## config.mk

```make
export PLATFORM = sky130hd
export DESIGN_NAME = tccs_front
export DESIGN_NICKNAME = d
export VERILOG_FILES = /design/src/tccs_pkg.sv /design/src/tccs_front.sv
export SDC_FILE = /design/constraint.sdc
export NUM_CORES = 1
export LEC_CHECK = 0
export BUFFER_PORTS_ARGS = -buffer_cell sky130_fd_sc_hd__buf_2
export CORE_AREA = 2 2 39 41
export DETAILED_ROUTE_END_ITERATION = 8
export DIE_AREA = 0 0 41 43
export SYNTH_ARGS = -nofsm -noshare
export SYNTH_HDL_FRONTEND = slang
export SYNTH_SLANG_ARGS = --single-unit
```

## constraint.sdc

```tcl
create_clock -name vclk -period 0.8
set_input_delay 0.08 -clock vclk [all_inputs]
set_output_delay 0.08 -clock vclk [all_outputs]
set_load 0.005 [all_outputs]
```

## src/tccs_pkg.sv

```systemverilog
// ============================================================================
// tccs_pkg - text console shared definitions
// screen geometry, request and command codes, back-end states
// ============================================================================
`default_nettype none

package tccs_pkg;

    // screen geometry
    localparam int SCREEN_WIDTH  = 80;
    localparam int SCREEN_HEIGHT = 25;
    localparam int CELL_COUNT    = SCREEN_WIDTH * SCREEN_HEIGHT;

    // field widths
    localparam int ADDR_W   = $clog2(CELL_COUNT);
    localparam int ROW_W    = 5;
    localparam int COL_W    = 7;
    localparam int CHAR_W   = 8;
    localparam int ATTR_W   = 8;
    localparam int CELL_W   = CHAR_W + ATTR_W;
    localparam int REQ_W    = 2;

    // derived positions
    localparam logic [ROW_W-1:0]  ROW_LAST      = ROW_W'(SCREEN_HEIGHT - 1);
    localparam logic [COL_W-1:0]  COL_LAST      = COL_W'(SCREEN_WIDTH - 1);
    localparam logic [ADDR_W-1:0] CELL_LAST     = ADDR_W'(CELL_COUNT - 1);
    localparam logic [ADDR_W-1:0] ROW_STRIDE    = ADDR_W'(SCREEN_WIDTH);
    localparam logic [ADDR_W-1:0] LAST_ROW_BASE = ADDR_W'((SCREEN_HEIGHT - 1) * SCREEN_WIDTH);
    localparam logic [ADDR_W-1:0] CELL_LIMIT    = ADDR_W'(CELL_COUNT);

    // character and attribute constants
    localparam logic [CHAR_W-1:0] NEWLINE_CODE  = 8'h0A;
    localparam logic [CHAR_W-1:0] BLANK_CODE    = 8'h20;
    localparam logic [ATTR_W-1:0] DEFAULT_COLOR = 8'h07;

    // request codes on the input channel
    localparam logic [REQ_W-1:0] REQ_PUT   = 2'd0;
    localparam logic [REQ_W-1:0] REQ_CLEAR = 2'd1;
    localparam logic [REQ_W-1:0] REQ_READ  = 2'd2;

    // configuration port
    localparam int PADDR_W = 3;
    localparam int PDATA_W = 32;
    localparam logic [0:0] REG_TEXT_COLOR = 1'b0;

    // command queue
    localparam int QUEUE_DEPTH = 2;
    localparam int QPTR_W      = $clog2(QUEUE_DEPTH);
    localparam int QCNT_W      = $clog2(QUEUE_DEPTH + 1);

    typedef enum logic [2:0] {
        OP_NOP,
        OP_PUT,
        OP_NEWLINE,
        OP_CLEAR,
        OP_READ
    } op_t;

    typedef struct packed {
        op_t               op;
        logic [CHAR_W-1:0] char_code;
        logic [ADDR_W-1:0] cell_index;
    } cmd_t;

    typedef enum logic [2:0] {
        ST_IDLE,
        ST_READ,
        ST_COPY,
        ST_FILL,
        ST_EMIT
    } back_state_t;

endpackage

`default_nettype wire

```

## src/tccs_front.sv

```systemverilog
// ============================================================================
// tccs_front - request intake
// accepts requests and classifies them into back-end commands
// ============================================================================
`default_nettype none

module tccs_front
(
    input  wire logic                         in_valid,
    output logic                              in_stall,
    input  wire logic [tccs_pkg::REQ_W-1:0]   req_type,
    input  wire logic [tccs_pkg::CHAR_W-1:0]  char_code,
    input  wire logic [tccs_pkg::ADDR_W-1:0]  cell_index,
    input  wire logic                         q_full,
    input  wire logic                         hold,
    output logic                              push,
    output tccs_pkg::cmd_t                    cmd
);

    // no intake while the queue is full or the store is being initialized
    assign in_stall = q_full || hold;
    assign push     = in_valid && !in_stall;

    always_comb
    begin
        cmd.char_code  = char_code;
        cmd.cell_index = cell_index;
        unique case (req_type)
            tccs_pkg::REQ_PUT:
            begin
                cmd.op = (char_code == tccs_pkg::NEWLINE_CODE) ?
                         tccs_pkg::OP_NEWLINE : tccs_pkg::OP_PUT;
            end
            tccs_pkg::REQ_CLEAR:
            begin
                cmd.op = tccs_pkg::OP_CLEAR;
            end
            tccs_pkg::REQ_READ:
            begin
                // out of range reads return zero, like an unused code
                cmd.op = (cell_index < tccs_pkg::CELL_LIMIT) ?
                         tccs_pkg::OP_READ : tccs_pkg::OP_NOP;
            end
            default:
            begin
                cmd.op = tccs_pkg::OP_NOP;
            end
        endcase
    end

endmodule

`default_nettype wire

```

Word-level counts from Yosys, hierarchy flattened
Cells that the tools add are included.
{"block": "word_totals", "reg_bits": 0, "inputBits": 24, "out_inout_bits": 24, "elab_cells": 11}
{"block": "classes", "n_lt_le_gt_ge": 1, "n_eq_ne": 3, "n_mux": 3, "n_reduce_logical": 4}
{"cell": "$lt A11 B11 Y1 const B", "n": 1}
{"cell": "$pmux W3 S3", "n": 1}
{"cell": "$eq A8 B4 Y1 const B", "n": 1}
{"cell": "$mux W3", "n": 1}
{"cell": "$eq A2 B1 Y1 const B", "n": 1}
{"cell": "$eq A2 B2 Y1 const B", "n": 1}
{"cell": "$logic_not A2 Y1", "n": 1}
{"cell": "$mux W2", "n": 1}
{"cell": "$logic_and A1 B1 Y1", "n": 1}
{"cell": "$logic_not A1 Y1", "n": 1}
{"cell": "$logic_or A1 B1 Y1", "n": 1}

Logic depth before layout (Yosys ltp)
Gate-level depths: netlist of run 1.
{"block": "depth", "word_depth": 3, "mapped_depth": 3, "depth_no_buf": 3}

Worst setup path before layout of run 1
Ideal clock, no wire load.
{"block": "synth_path", "path_type": "input -> output", "startpoint": "input char_code[5] (netlist bit)", "endpoint": "output cmd[20] (netlist bit)", "arrival_ps": 528, "required_ps": 720, "setup_slack_ps": 192, "cell_stages": 3, "path_buffers": 0, "path_cell_list": "nor4_4 -> a21oi_2 -> nor2_2"}
{"element": "start: declaration", "line_no": "tccs_front.sv:12", "text": "input wire logic [tccs_pkg::CHAR_W-1:0] char_code,"}
{"element": "end: declaration", "line_no": "tccs_front.sv:17", "text": "output tccs_pkg::cmd_t cmd"}

==> results of run 1 <==
[where the power goes]
group          internal [W]  switching [W]
registers                 0              0
logic             0.0000890      0.0000586
clock network             0              0
total             0.0000890      0.0000586
[how the worst max path moves through the flow]
stage	slack [ns]	cells past startpoint	end	startpoint
after floorplan	0.19	3	cmd[20]	char_code[5]
after global placement	-0.07	5	cmd[20]	char_code[5]
after detailed placement	-0.07	5	cmd[20]	char_code[5]
after CTS	-0.05	5	cmd[20]	char_code[5]
after global routing	-0.11	5	cmd[20]	char_code[5]
final	-0.04	5	cmd[20]	char_code[5]
[metrics by stage]
step                      hold slack [ns]  instance area [sq um]  util [%]  worst slack [ns]  setup TNS, ns
final                               0.160                    330      23.9           -0.0380        -0.0619
after global routing                0.160                    330      23.9            -0.107         -0.185
after CTS                           0.160                    327      23.6           -0.0491        -0.0841
after detailed placement            0.160                    314      22.7           -0.0719         -0.134
after global placement              0.160                    314      22.7           -0.0735         -0.138
after floorplan                     0.182                    236         -             0.192              0
[synth_stat cells, drive strengths merged]
master  number
a21oi        1
a31oi        1
and4bb       1
buf         19
inv          2
nand4        1
nor2         2
nor4         1
o211a        1
o21ai        1
or2          1
[cells by family after synthesis]
logic type,after synthesis,share of synthesized area (%)
AND/OR/NAND/NOR,6,23.8
AO/OA/AOI/OAI,4,12.7
buffers and inverters,21,63.5
[repair_timing]
item | 4_1_cts | 5_1_grt
endpoints found under the hold margin | 0 | 0
pin swaps | 1 | 0
gates resized for setup | 2 | 1
cloned | 0 | 0
setup endpoints to repair | 2 | 2
[metal layers]
metal  vias up  routed length (um)  part of all wire (%)
li1        127                   -                     -
met1       102                 131                    26
met3         0                  84                    16
met2        22                 295                    58
met5         -                   0                     0
met4         0                   0                     0
[layout make-up]
class	instances	area share (%)
repair buffers	40	65.5
inverters	2	2.27
multi-input cells	10	26.1
well taps	16	6.06
==> results.toml, run 1 <==
[clocking]
postCtsHoldBufs = 0
cts_setup_buffers = 0

[finish]
fin_cells = 68
area_growth_pct = 39.7
antennaDiodeCount = 0
multi_input_area_sq_um = 86.3
final_common_cell = "buf_2"
nets = 78
design.seq.count = 0
regArea_sq_um = 0
layout_common_cells = "buf_2, inv_1"
clockBufferCount = 0
drive_above_1_share_pct = 86.5
n_fill_cell = 156

[place]
port_buffers = 40
place_congestion = 0.562
dpl.cell_count = 68
dpl.hpwl_um = 479

[setup_path]
critPathLaunchType = "input port"
required_ns = 0.72
worst_path_max_delay_cell = "nor4_4"
cp.arrival_ns = 0.76
slowest_delay_ns = 0.31
crit_family = "simple AND/OR/NAND/NOR gates"
path_class = "input port to output port"
worstPathMaxFanout = 2
critical_path_buf_inv_count = 2
endpoint_kind = "output port"
path_cells = "buf_8, nor4_4, a21oi_2, nor2_2, buf_2"

[route]
drt_iter0_markers = 0
routed_wl_um = 510
firstDrtPassIters = 1
ant_nets = 0
route.detailed.drc = 0
post_drt_via_cell_ratio = 3.69
via_count = 251
wl_per_cell_um = 7.50

[global_routing]
met3_usage_pct = 0.524
grt_use_total_pct = 4.60
use_met1_pct = 4.11
overflow = 0
grt_max_degree = 4
grt_pass1_vias = 172
grt_use_met2_pct = 10.0
antenna_found_initial = 0
grt_busiest_layer = "met2"
grt_pass1_wl_um = 614

[pwr]
p_leak_nw = 0.202
p_per_area_nw_per_um2 = 447
irDropWorstVdd_mv = 0.0862
total_power_w = 0.000148

[timing]
period_needed_ns = 0.838
hold_viol = 0
setup_viol = 2
rsz0062_at_grt = "yes"
worst_slack_ns = -0.0380
timing.final.crit_share_pct = 105
tightest_slew_ns = 0.256
drv_slew = 0
max_freq_ghz = 1.19
max_slew_margin_pct = 82.8

[yosys]
netlist_instances = 31
ys_types = 12
synth_top_area_share_pct = 60.3
synthesis.nets = 55
yosysTopAreaCell = "buf_4"
synth.area.top_cells = "buf_4, nor4_4, and4bb_2"
avgSynthCellArea_sq_um = 7.63
synth_seq_area_share_pct = 0
syn-cell-area_sq_um = 236
yosys_warnings = 0

[die]
die_w_um = 41
io_pins = 48
coreArea_sq_um = 1380
die_h_um = 43
initial_core_util_pct = 17.1
num_rows = 14
die_area_sq_um = 1760

[status]
status = "complete, but fails checks"
violations = "setup timing"

[min_path]
hold_depth = 0
min_to = "cmd[1]"
hp-start = "cell_index[1]"
hp-class = "input port to output port"

[job]
drv_cap = 0
No activity file was read; power rests on OpenSTA's default activity.
==> run 2: changes to the inputs <==
--- a/config.mk
+++ b/config.mk
@@ -9,6 +9,7 @@
 export CORE_AREA = 2 2 39 41
 export DETAILED_ROUTE_END_ITERATION = 8
 export DIE_AREA = 0 0 41 43
+export PLACE_DENSITY = 0.67
 export SYNTH_ARGS = -nofsm -noshare
 export SYNTH_HDL_FRONTEND = slang
 export SYNTH_SLANG_ARGS = --single-unit
==> constraint.sdc (replaced) <==
create_clock -name vclk -period 0.9
set_input_delay 0.09 -clock vclk [all_inputs]
set_output_delay 0.09 -clock vclk [all_outputs]
set_load 0.005 [all_outputs]
==> run 2 against run 1 <==
The run now ends clean; die area stayed put; largest power group unchanged; first-iteration DRC count unchanged; clock-buffer cell count unchanged; combinational power is 10% lower; via count grew 4.4%; core utilization did not move; final area stayed put; cell count is the same; critical path depth did not move; highest routed layer is now met4; sequential cell count is the same; setup slack gained 0.096 ns; routed wire length increased by 16%.
==> results.toml, run 2 (synthesis results as in run 1) <==
[die]
coreArea_sq_um = 1380
initial_core_util_pct = 17.1
die_w_um = 41
io_pins = 48
die_area_sq_um = 1760
num_rows = 14
die_h_um = 43

[global_routing]
grt_pass1_wl_um = 710
overflow = 0
grt_use_total_pct = 5.39
grt_max_degree = 4
antenna_found_initial = 0
grt_pass1_vias = 216

[finish]
area_growth_pct = 39.7
regArea_sq_um = 0
n_fill_cell = 153
antennaDiodeCount = 0
utilization_pct = 23.9
nets = 78
final_common_cell = "buf_2"
design.seq.count = 0
drive_above_1_share_pct = 86.5
clockBufferCount = 0
layout_common_cells = "buf_2, inv_1"
fin_area_sq_um = 330
multi_input_area_sq_um = 86.3

[setup_path]
worstPathMaxFanout = 2
required_ns = 0.81
path_class = "input port to output port"
cp.arrival_ns = 0.75
endpoint_kind = "output port"
critPathLaunchType = "input port"

[place]
place_area_sq_um = 314
port_buffers = 40
dp_slack_ns = 0.0173
dpl.hpwl_um = 547
place_congestion = 0.684

[timing]
worst_slack_ns = 0.0582
tightest_slew_ns = 0.243
max_freq_ghz = 1.19
period_needed_ns = 0.842
setup_viol = 0
rsz0062_at_grt = "yes"
hold_viol = 0
setup_tns_ns = 0
timing.final.crit_share_pct = 93.5
drv_slew = 0
max_slew_margin_pct = 83.7

[route]
firstDrtPassIters = 1
post_drt_via_cell_ratio = 3.85
wl_per_cell_um = 8.72
routed_wl_um = 593
drt_iter0_markers = 0
route.detailed.drc = 0
via_count = 262
ant_nets = 0

[job]
drv_cap = 0

[pwr]
pwr-share-comb_pct = 100.0
p_sw_w = 0.0000536
power_frac_clock_pct = 0
intPower_w = 0.0000791
seqPwrFrac_pct = 0
total_power_w = 0.000133
p_per_area_nw_per_um2 = 402
irDropWorstVdd_mv = 0.0770
p_leak_nw = 0.202
switching_share_pct = 40.4

[clocking]
cts_setup_buffers = 0
postCtsHoldBufs = 0
cts-resized-gates = 0

[min_path]
min_to = "cmd[2]"
hp-class = "input port to output port"
hold_depth = 0
hp-start = "cell_index[2]"

[status]
status = "completed"
[run 2: cell counts in the layout (fill, tap and decap cells not counted)]
No cell type changed its count.
[run 2: metal layers]
| layer | vias to the layer above | share of wire (%) | wire length [um] | GRT usage [%] |
|---|---|---|---|---|
| met5 | - | 0 | 0 | 0 |
| met4 | 0 | 0.34 | 2 | 0.667 |
| met3 | 2 | 17 | 103 | 1.05 |
| met2 | 27 | 55 | 329 | 11.6 |
| met1 | 106 | 26 | 157 | 4.43 |
| li1 | 127 | - | - | - |
[run 2: critical path, cell delays in order]
cell,delay [ns]
buf_8,0.10
nor4_4,0.30
a21oi_2,0.09
nor2_2,0.07
buf_2,0.11
[run 2: how the worst max path moves through the flow]
stage	cells after the start	start	slack, ns	endpoint
floorplan	3	char_code[5]	0.27	cmd[20]
global placement	5	char_code[5]	0.02	cmd[20]
detailed placement	5	char_code[5]	0.02	cmd[20]
CTS	5	char_code[5]	0.02	cmd[20]
global route	5	char_code[6]	-0.005	cmd[20]
finish	5	char_code[6]	0.06	cmd[20]
[run 2: stage by stage]
stage | std cells | hold WS (ns)
after global placement | 68 | 0.180
after detailed placement | 68 | 0.180
after global routing | 68 | 0.180
after floorplan | 31 | 0.202
after CTS | 68 | 0.180
final | 68 | 0.180
[run 2: layout make-up]
cell class | count | share of cell area (%)
Inverter | 2 | 2.27
Multi-Input combinational cell | 10 | 26.1
Timing Repair Buffer | 40 | 65.5
Tap cell | 16 | 6.06
[run 2: power groups by stage]
stage	registers (W)	clock network (W)	logic [W]
after floorplan	0	0	0.0000902
after detailed placement	0	0	0.000128
after global placement	0	0	0.000125
final	0	0	0.000133
after CTS	0	0	0.000128
after global routing	0	0	0.000147
