==> config.mk <==
export PLATFORM = sky130hd
export DESIGN_NAME = tccs_queue
export DESIGN_NICKNAME = d
export VERILOG_FILES = /design/src/tccs_pkg.sv /design/src/tccs_queue.sv
export SDC_FILE = /design/constraint.sdc
export NUM_CORES = 1
export LEC_CHECK = 0
export ABC_AREA = 1
export BUFFER_PORTS_ARGS = -buffer_cell sky130_fd_sc_hd__buf_4
export CORE_MARGIN = 2
export CORE_UTILIZATION = 52
export DETAILED_ROUTE_END_ITERATION = 8
export PLACE_DENSITY_LB_ADDON = 0.1
export SLEW_MARGIN = 0
export SYNTH_ARGS = -nofsm -noshare
export SYNTH_HDL_FRONTEND = slang
export SYNTH_SLANG_ARGS = --single-unit
==> constraint.sdc <==
create_clock -name clk -period 1.95 [get_ports clk]
set_input_delay 0.0975 -clock clk [delete_from_list [all_inputs] [get_ports clk]]
set_output_delay 0.0975 -clock clk [all_outputs]
set_load 0.05 [all_outputs]
==> src/tccs_pkg.sv <==
// ============================================================================
// tccs_pkg - text console shared definitions
// screen geometry, request and command codes, back-end states
// ============================================================================
`default_nettype none

package tccs_pkg;

    // screen geometry
    localparam int SCREEN_WIDTH  = 80;
    localparam int SCREEN_HEIGHT = 25;
    localparam int CELL_COUNT    = SCREEN_WIDTH * SCREEN_HEIGHT;

    // field widths
    localparam int ADDR_W   = $clog2(CELL_COUNT);
    localparam int ROW_W    = 5;
    localparam int COL_W    = 7;
    localparam int CHAR_W   = 8;
    localparam int ATTR_W   = 8;
    localparam int CELL_W   = CHAR_W + ATTR_W;
    localparam int REQ_W    = 2;

    // derived positions
    localparam logic [ROW_W-1:0]  ROW_LAST      = ROW_W'(SCREEN_HEIGHT - 1);
    localparam logic [COL_W-1:0]  COL_LAST      = COL_W'(SCREEN_WIDTH - 1);
    localparam logic [ADDR_W-1:0] CELL_LAST     = ADDR_W'(CELL_COUNT - 1);
    localparam logic [ADDR_W-1:0] ROW_STRIDE    = ADDR_W'(SCREEN_WIDTH);
    localparam logic [ADDR_W-1:0] LAST_ROW_BASE = ADDR_W'((SCREEN_HEIGHT - 1) * SCREEN_WIDTH);
    localparam logic [ADDR_W-1:0] CELL_LIMIT    = ADDR_W'(CELL_COUNT);

    // character and attribute constants
    localparam logic [CHAR_W-1:0] NEWLINE_CODE  = 8'h0A;
    localparam logic [CHAR_W-1:0] BLANK_CODE    = 8'h20;
    localparam logic [ATTR_W-1:0] DEFAULT_COLOR = 8'h07;

    // request codes on the input channel
    localparam logic [REQ_W-1:0] REQ_PUT   = 2'd0;
    localparam logic [REQ_W-1:0] REQ_CLEAR = 2'd1;
    localparam logic [REQ_W-1:0] REQ_READ  = 2'd2;

    // configuration port
    localparam int PADDR_W = 3;
    localparam int PDATA_W = 32;
    localparam logic [0:0] REG_TEXT_COLOR = 1'b0;

    // command queue
    localparam int QUEUE_DEPTH = 2;
    localparam int QPTR_W      = $clog2(QUEUE_DEPTH);
    localparam int QCNT_W      = $clog2(QUEUE_DEPTH + 1);

    typedef enum logic [2:0] {
        OP_NOP,
        OP_PUT,
        OP_NEWLINE,
        OP_CLEAR,
        OP_READ
    } op_t;

    typedef struct packed {
        op_t               op;
        logic [CHAR_W-1:0] char_code;
        logic [ADDR_W-1:0] cell_index;
    } cmd_t;

    typedef enum logic [2:0] {
        ST_IDLE,
        ST_READ,
        ST_COPY,
        ST_FILL,
        ST_EMIT
    } back_state_t;

endpackage

`default_nettype wire

==> src/tccs_queue.sv <==
// ============================================================================
// tccs_queue - command queue
// short fifo that decouples request intake from command execution
// ============================================================================
`default_nettype none

module tccs_queue
(
    input  wire logic            clk,
    input  wire logic            rst_n,
    input  wire logic            push,
    input  wire tccs_pkg::cmd_t  push_cmd,
    input  wire logic            pop,
    output logic                 not_empty,
    output logic                 full,
    output tccs_pkg::cmd_t       head_cmd
);

    tccs_pkg::cmd_t                 entry_reg [tccs_pkg::QUEUE_DEPTH];
    logic [tccs_pkg::QPTR_W-1:0]    wr_ptr_reg, wr_ptr_next;
    logic [tccs_pkg::QPTR_W-1:0]    rd_ptr_reg, rd_ptr_next;
    logic [tccs_pkg::QCNT_W-1:0]    count_reg, count_next;

    assign not_empty = (count_reg != '0);
    assign full      = (count_reg == tccs_pkg::QCNT_W'(tccs_pkg::QUEUE_DEPTH));
    assign head_cmd  = entry_reg[rd_ptr_reg];

    always_comb
    begin
        wr_ptr_next = push ? wr_ptr_reg + 1'b1 : wr_ptr_reg;
        rd_ptr_next = pop  ? rd_ptr_reg + 1'b1 : rd_ptr_reg;
        case ({push, pop})
            2'b10:   count_next = count_reg + 1'b1;
            2'b01:   count_next = count_reg - 1'b1;
            default: count_next = count_reg;
        endcase
    end

    always_ff @(posedge clk or negedge rst_n)
    begin
        if (!rst_n)
        begin
            wr_ptr_reg <= '0;
            rd_ptr_reg <= '0;
            count_reg  <= '0;
        end
        else
        begin
            wr_ptr_reg <= wr_ptr_next;
            rd_ptr_reg <= rd_ptr_next;
            count_reg  <= count_next;
        end
    end

    always_ff @(posedge clk)
    begin
        if (push)
        begin
            entry_reg[wr_ptr_reg] <= push_cmd;
        end
    end

endmodule

`default_nettype wire

* Word-level counts from Yosys, hierarchy flattened
Memories as Yosys holds them, arrays and structs flattened.
Index checks and enable logic that the tools add are counted.
** Storage, ports and cells
- Bits of input ports :: 26
- Memories :: 1
- Bits in registers :: 4
- Output and inout port bits :: 24
- Bits in writable memories :: 44
- Word-level logic and storage cells :: 16
** Memories
- entry_reg :: words 2, bits a word 22, read ports 1, clocked after Yosys merged registers in 0, wr ports 1, line tccs_queue.sv:19 : tccs_pkg::cmd_t entry_reg [tccs_pkg::QUEUE_DEPTH];
** Operators by class
- Add/subtract/negate cells :: 4
- Equal/unequal tests :: 3
- Reduce and logical (&&, ||, !) cells :: 2
- Mux-type cells :: 3
** Operator list (count)
- $eq A2 B2 Y1 const B :: 2
- $pmux W2 S2 :: 1
- $reduce_bool A2 Y1 :: 2
- $add A1 B1 Y1 const B :: 2
- $add A2 B1 Y2 const B :: 1
- $eq A2 B1 Y1 const B :: 1
- $mux W1 :: 2
- $sub A2 B1 Y2 const B :: 1

* Logic depth before layout (Yosys ltp)
Gate-level depths: netlist of run 1.
- Word-level depth :: 2
- Mapped depth :: 7
- Depth with buffers taken out :: 7

* Worst setup path before layout of run 1
No wires, ideal clock.
- Path kind :: flip-flop to flip-flop
- Start point :: reg wr_ptr_reg
- End point :: mem entry_reg[0][0] (netlist bit) (enable)
- Path slack :: 0.197 ns
- Setup time :: 0.401 ns
- Arrival time :: 1.352 ns
- Data required time :: 1.549 ns
- Path buffers :: 0
- Stages on the path, launching flop included :: 2
- Cells stage by stage :: dfrtp_1 nor2_1
** RTL lines
- from (decl) :: line tccs_queue.sv:20 : logic [tccs_pkg::QPTR_W-1:0] wr_ptr_reg, wr_ptr_next;
- from (signal assigned) :: line tccs_queue.sv:49 : wr_ptr_reg <= wr_ptr_next;
- to (decl) :: line tccs_queue.sv:19
Straight into the memory's write port.

==> flow_metrics.tcl, run 1 <==
set metrics [dict create \
    status "finished clean" \
    r2r-start "wr_ptr_reg" \
    crit_chain "buf_4 > nand2_1 > o21ai_2 > buf_4" \
    crit_buf_inv 2 \
    dp_hpwl_um 2060 \
    cp.depth 4 \
    clk_latency_ps 300 \
    cp_common_cell "buf_4" \
    switchingPower_mw 1.87 \
    cpPeakStageDelay_ps 570 \
    fmax_mhz 628 \
    cp_top_family "flip-flops" \
    clock_path_buffers 2 \
    syn_nets 166 \
    syn_area_per_cell_sq_um 14.1 \
    yosysSeqAreaShare_pct 72.8 \
    fin_skew_ps 5.98 \
    fin_setup_tns_ps 0 \
    power.leakage_nw 1.17 \
    crit_path_top_delay_cell "dfrtp_2" \
    cts_root_buf "clkbuf_8" \
    cts_max_level 2 \
    timing.slew.headroom_pct 78.6 \
    worstPathArrival_ps 1490 \
    grt_busiest_layer "met2" \
    slew_viol_final 0 \
    final_cell_mix "buf_4 (53), edfxtp_1 (44), inv_1 (28), nand2_1 (26), dlygate4sd3_1 (25)" \
    synthCells 139 \
    cp-start-kind "flip-flop" \
    finalSetupViolations 0 \
    place_area_sq_um 2360 \
    whs_ps 124 \
    cts_tree "done" \
    drt_wl_total_um 3340 \
    chipWidth_um 65.3 \
    grt.overflow.total 0 \
    use_met1_pct 18.3 \
    die_area_sq_um 4260 \
    drive_gt1_share_pct 38.0 \
    grt_pass1_wl_um 5260 \
    drtIter0Drc 57 \
    worstHoldPathType "input pin to async pin" \
    yosys-top-cells-area "edfxtp_1 (68%), o21ai_2 (8.5%), inv_1 (5.4%)" \
    grt_max_degree 23 \
    end_kind "primary output" \
    tightest_slew_ps 321 \
    synth-seq-cells 48 \
    antenna_cells 0 \
    numCtsBuffers 5 \
    holdBufCountCts 25 \
    wl_per_cell_um 12.4 \
    hold_viol_final 0 \
    rrSetupSlack_ps 830 \
    rows 22 \
    path_class "flip-flop to primary output" \
    synth_top_area_share_pct 67.6 \
    gr-usage-met3_pct 7.02 \
    io_buffers 49 \
    pwr-share-comb_pct 50.6 \
    seqPwrFrac_pct 36.2 \
    final_cell_area_sq_um 2690 \
    total_power_mw 4.14 \
    power.density_nw_per_um2 1540 \
    synth_area_sq_um 1950 \
    synthDominantAreaCellType "edfxtp_1" \
    first_pass_iters 4 \
    final.period_utilization_pct 81.6 \
    r2r-end "entry_reg[1][15]" \
    vias_per_cell 4.69 \
    ir_drop_v 0.00102 \
    cap_violations 0 \
    initial_core_util_pct 53.8 \
    internal_power_mw 2.27 \
    vias 1262 \
    crit_fanout 15 \
    dpl.cell_count 236 \
    gp_congestion 0.668 \
    min_period_ps 1590 \
    path_clk_slew_ps 80 \
    layout.cells.non_filler 269 \
    ys_warn_count 0 \
    synth_cell_types 16 \
    pwr-share-clk_pct 13.2 \
    core-area_sq_um 3630 \
    ant_nets 0 \
    swShare_pct 45.2 \
    final_common_cell "buf_4" \
    nNetsFinal 247 \
    cts_sinks 48 \
    largest_reg_flops 44 \
    die_h_um 65.3 \
    rsz0062_at_grt "no" \
    cp.required_ps 1850 \
    rr_worst_depth 3 \
    post-route-drc-count 0 \
    io_pins 50 \
    met2_usage_pct 29.7 \
    grt_pass1_vias 1185 \
    post_cts_buffers 0 \
    cts_resized 0 \
    antenna_found_initial 0 \
    syn_to_final_growth_pct 37.7 \
    grt_usage_pct 17.4 \
]
==> cell type report <==
class,instances,area (sq um)
Inverter,28,105
Timing Repair Buffer,79,668
Tap cell,48,60.1
Sequential cell,48,1420
Clock inverter,3,13.8
Fill cell,251,943
Multi-Input combinational cell,58,352
Clock buffer,5,68.8
==> synth_stat cells, drive strengths merged <==
master  instances
edfxtp         44
inv            28
nand2          28
o21ai          22
buf             5
dfrtp           4
nor2            2
xor2            2
ha              1
nand3           1
nand4           1
xnor2           1
==> metal layers <==
metal,vias to the layer above,routed length (um)
met5,-,0
met4,0,83
met3,9,163
met2,37,1880
met1,590,1210
li1,626,-
==> worst max-delay path by stage <==
stage | from | end | slack [ps]
final | rd_ptr_reg | head_cmd[7] | 360
after global routing | rd_ptr_reg | head_cmd[7] | 230
after CTS | rd_ptr_reg | head_cmd[11] | 340
after detailed placement | rd_ptr_reg | head_cmd[11] | 680
after global placement | rd_ptr_reg | head_cmd[11] | 690
after floorplan | wr_ptr_reg | entry_reg[0][0] | 200
==> kinds of logic (layout without fill, tap and decap cells) <==
group                    Yosys count  after routing  synth area share [%]
AO/OA/AOI/OAI                     22             22                  9.29
adder cells (fa/ha/maj)            1              1                 0.641
flip-flops                        48             48                  72.8
buffers and inverters             33            115                  9.35
XOR/XNOR                           3              3                  1.35
AND/OR/NAND/NOR                   32             32                  6.60
==> metrics by stage <==
step / setup WS, ps / utilization (%)
6_report: 358 / 74.0
5_1_grt: 233 / 74.0
4_1_cts: 336 / 74.0
3_5_place_dp: 676 / 64.9
3_3_place_gp: 686 / 64.9
2_1_floorplan: 197 / -
==> power groups by stage <==
stage	clock, mW	combinational, mW	sequential (mW)
after floorplan	0	1.65	1.45
after global placement	0	2.03	1.51
after CTS	0.565	2.11	1.50
final	0.546	2.10	1.50
after detailed placement	0	2.07	1.52
after global routing	0.609	2.22	1.53
Power figures use the tool's default switching activity.
==> run 2: changes to the inputs <==
Clock period 1.95 ns to 1.52 ns, I/O delays scaled along.
==> flow_metrics.tcl, run 2 (synthesized netlist as in run 1, its figures left out) <==
set metrics [dict create \
    status "finished clean" \
    hold_viol_final 0 \
    total_power_mw 5.28 \
    cts_sinks 48 \
    dp_hpwl_um 1990 \
    rr_worst_depth 3 \
    grt_pass1_vias 1173 \
    cts_max_level 2 \
    io_pins 50 \
    cts_root_buf "clkbuf_8" \
    final.period_utilization_pct 95.5 \
    fin_skew_ps 4.64 \
    drtIter0Drc 32 \
    nNetsFinal 246 \
    r2r-end "entry_reg[1][16]" \
    drive_gt1_share_pct 37.0 \
    cap_violations 0 \
    path_class "flip-flop to primary output" \
    dpl.cell_count 235 \
    first_pass_iters 4 \
    antenna_found_initial 0 \
    syn_to_final_growth_pct 37.7 \
    whs_ps 126 \
    slew_viol_final 0 \
    timing.slew.headroom_pct 80.5 \
    fin_setup_tns_ps 0 \
    core-area_sq_um 3630 \
    numCtsBuffers 5 \
    critical_path.startpoint "rd_ptr_reg" \
    worstHoldPathType "input pin to async pin" \
    post-route-drc-count 0 \
    rsz0062_at_grt "no" \
    min_period_ps 1450 \
    ant_nets 0 \
    rows 22 \
    clock_path_buffers 2 \
    io_buffers 49 \
    grt_max_degree 37 \
    cts_tree "done" \
    antenna_cells 0 \
    grt_usage_pct 16.3 \
    worstPathArrival_ps 1380 \
    post_cts_buffers 0 \
    clk_latency_ps 280 \
    end_kind "primary output" \
    die_area_sq_um 4260 \
    drt_wl_total_um 3060 \
    finalSetupViolations 0 \
    largest_reg_flops 44 \
    initial_core_util_pct 53.8 \
    ir_drop_v 0.000998 \
    power.leakage_nw 1.16 \
    final_cell_mix "buf_4 (51), edfxtp_1 (44), inv_1 (28), nand2_1 (26), dlygate4sd3_1 (25)" \
    fmax_mhz 689 \
    vias_per_cell 4.47 \
    tightest_slew_ps 293 \
    grt_pass1_wl_um 5110 \
    final_common_cell "buf_4" \
    r2r-start "wr_ptr_reg" \
    crit_fanout 36 \
    layout.cells.non_filler 267 \
    wl_per_cell_um 11.4 \
    grt.overflow.total 0 \
    die_h_um 65.3 \
    chipWidth_um 65.3 \
    cp.required_ps 1440 \
    vias 1194 \
    rrSetupSlack_ps 400 \
    path_clk_slew_ps 80 \
    power.density_nw_per_um2 1970 \
    gp_congestion 0.635 \
    cp-start-kind "flip-flop" \
]
[run 2: cell count changes in the layout (fill, tap and decap cells not counted), sizes merged]
cell and change:
buf -1, clkinv -1
[run 2: stage by stage]
step	utilization [%]	worst slack [ps]	area (sq um)
6_report	74.0	68.4	2690
5_1_grt	74.0	18.5	2690
4_1_cts	74.0	80.0	2690
3_5_place_dp	65.0	395	2360
3_3_place_gp	65.0	414	2360
2_1_floorplan	-	-164	1960
[run 2: worst max path at each step]
stage               cells past startpoint               to  slack [ps]
global route                            3     head_cmd[10]          20
global placement                        3      head_cmd[9]         410
CTS                                     3      head_cmd[9]          80
floorplan                               2     head_cmd[10]        -160
detailed placement                      3  entry_reg[1][7]         390
finish                                  3     head_cmd[10]          70
[run 2: worst max-delay path, stage by stage (launching register included)]
cell	delay [ps]
dfrtp_2	430
buf_12	180
o21ai_0	230
buf_4	240
[run 2: final cells by class]
cell class / count / area [sq um]
Sequential cell: 48 / 1420
Fill cell: 251 / 945
Timing Repair Buffer: 78 / 673
Multi-Input combinational cell: 58 / 352
Inverter: 28 / 105
Clock buffer: 5 / 68.8
Tap cell: 48 / 60.1
Clock inverter: 2 / 7.51
[run 2: repair_timing]
item / in CTS / in global routing
hold buffers: 25 / 0
resized for setup: 0 / 1
endpoints found under the hold margin: 50 / 0
setup endpoints to repair: 0 / 1
[run 2: power breakdown]
| part | internal (mW) | switching (mW) |
|---|---|---|
| logic | 0.848 | 1.91 |
| registers | 1.77 | 0.101 |
| clock network | 0.303 | 0.353 |
[run 2: routing by layer]
layer,global-route usage (%),vias up,part of all wire [%],wire length [um]
met5,0,-,0,0
met3,5.14,2,3.9,118
met1,18.6,541,40,1220
met2,28.8,31,55,1690
li1,-,620,-,-
met4,5.47,0,0.88,27
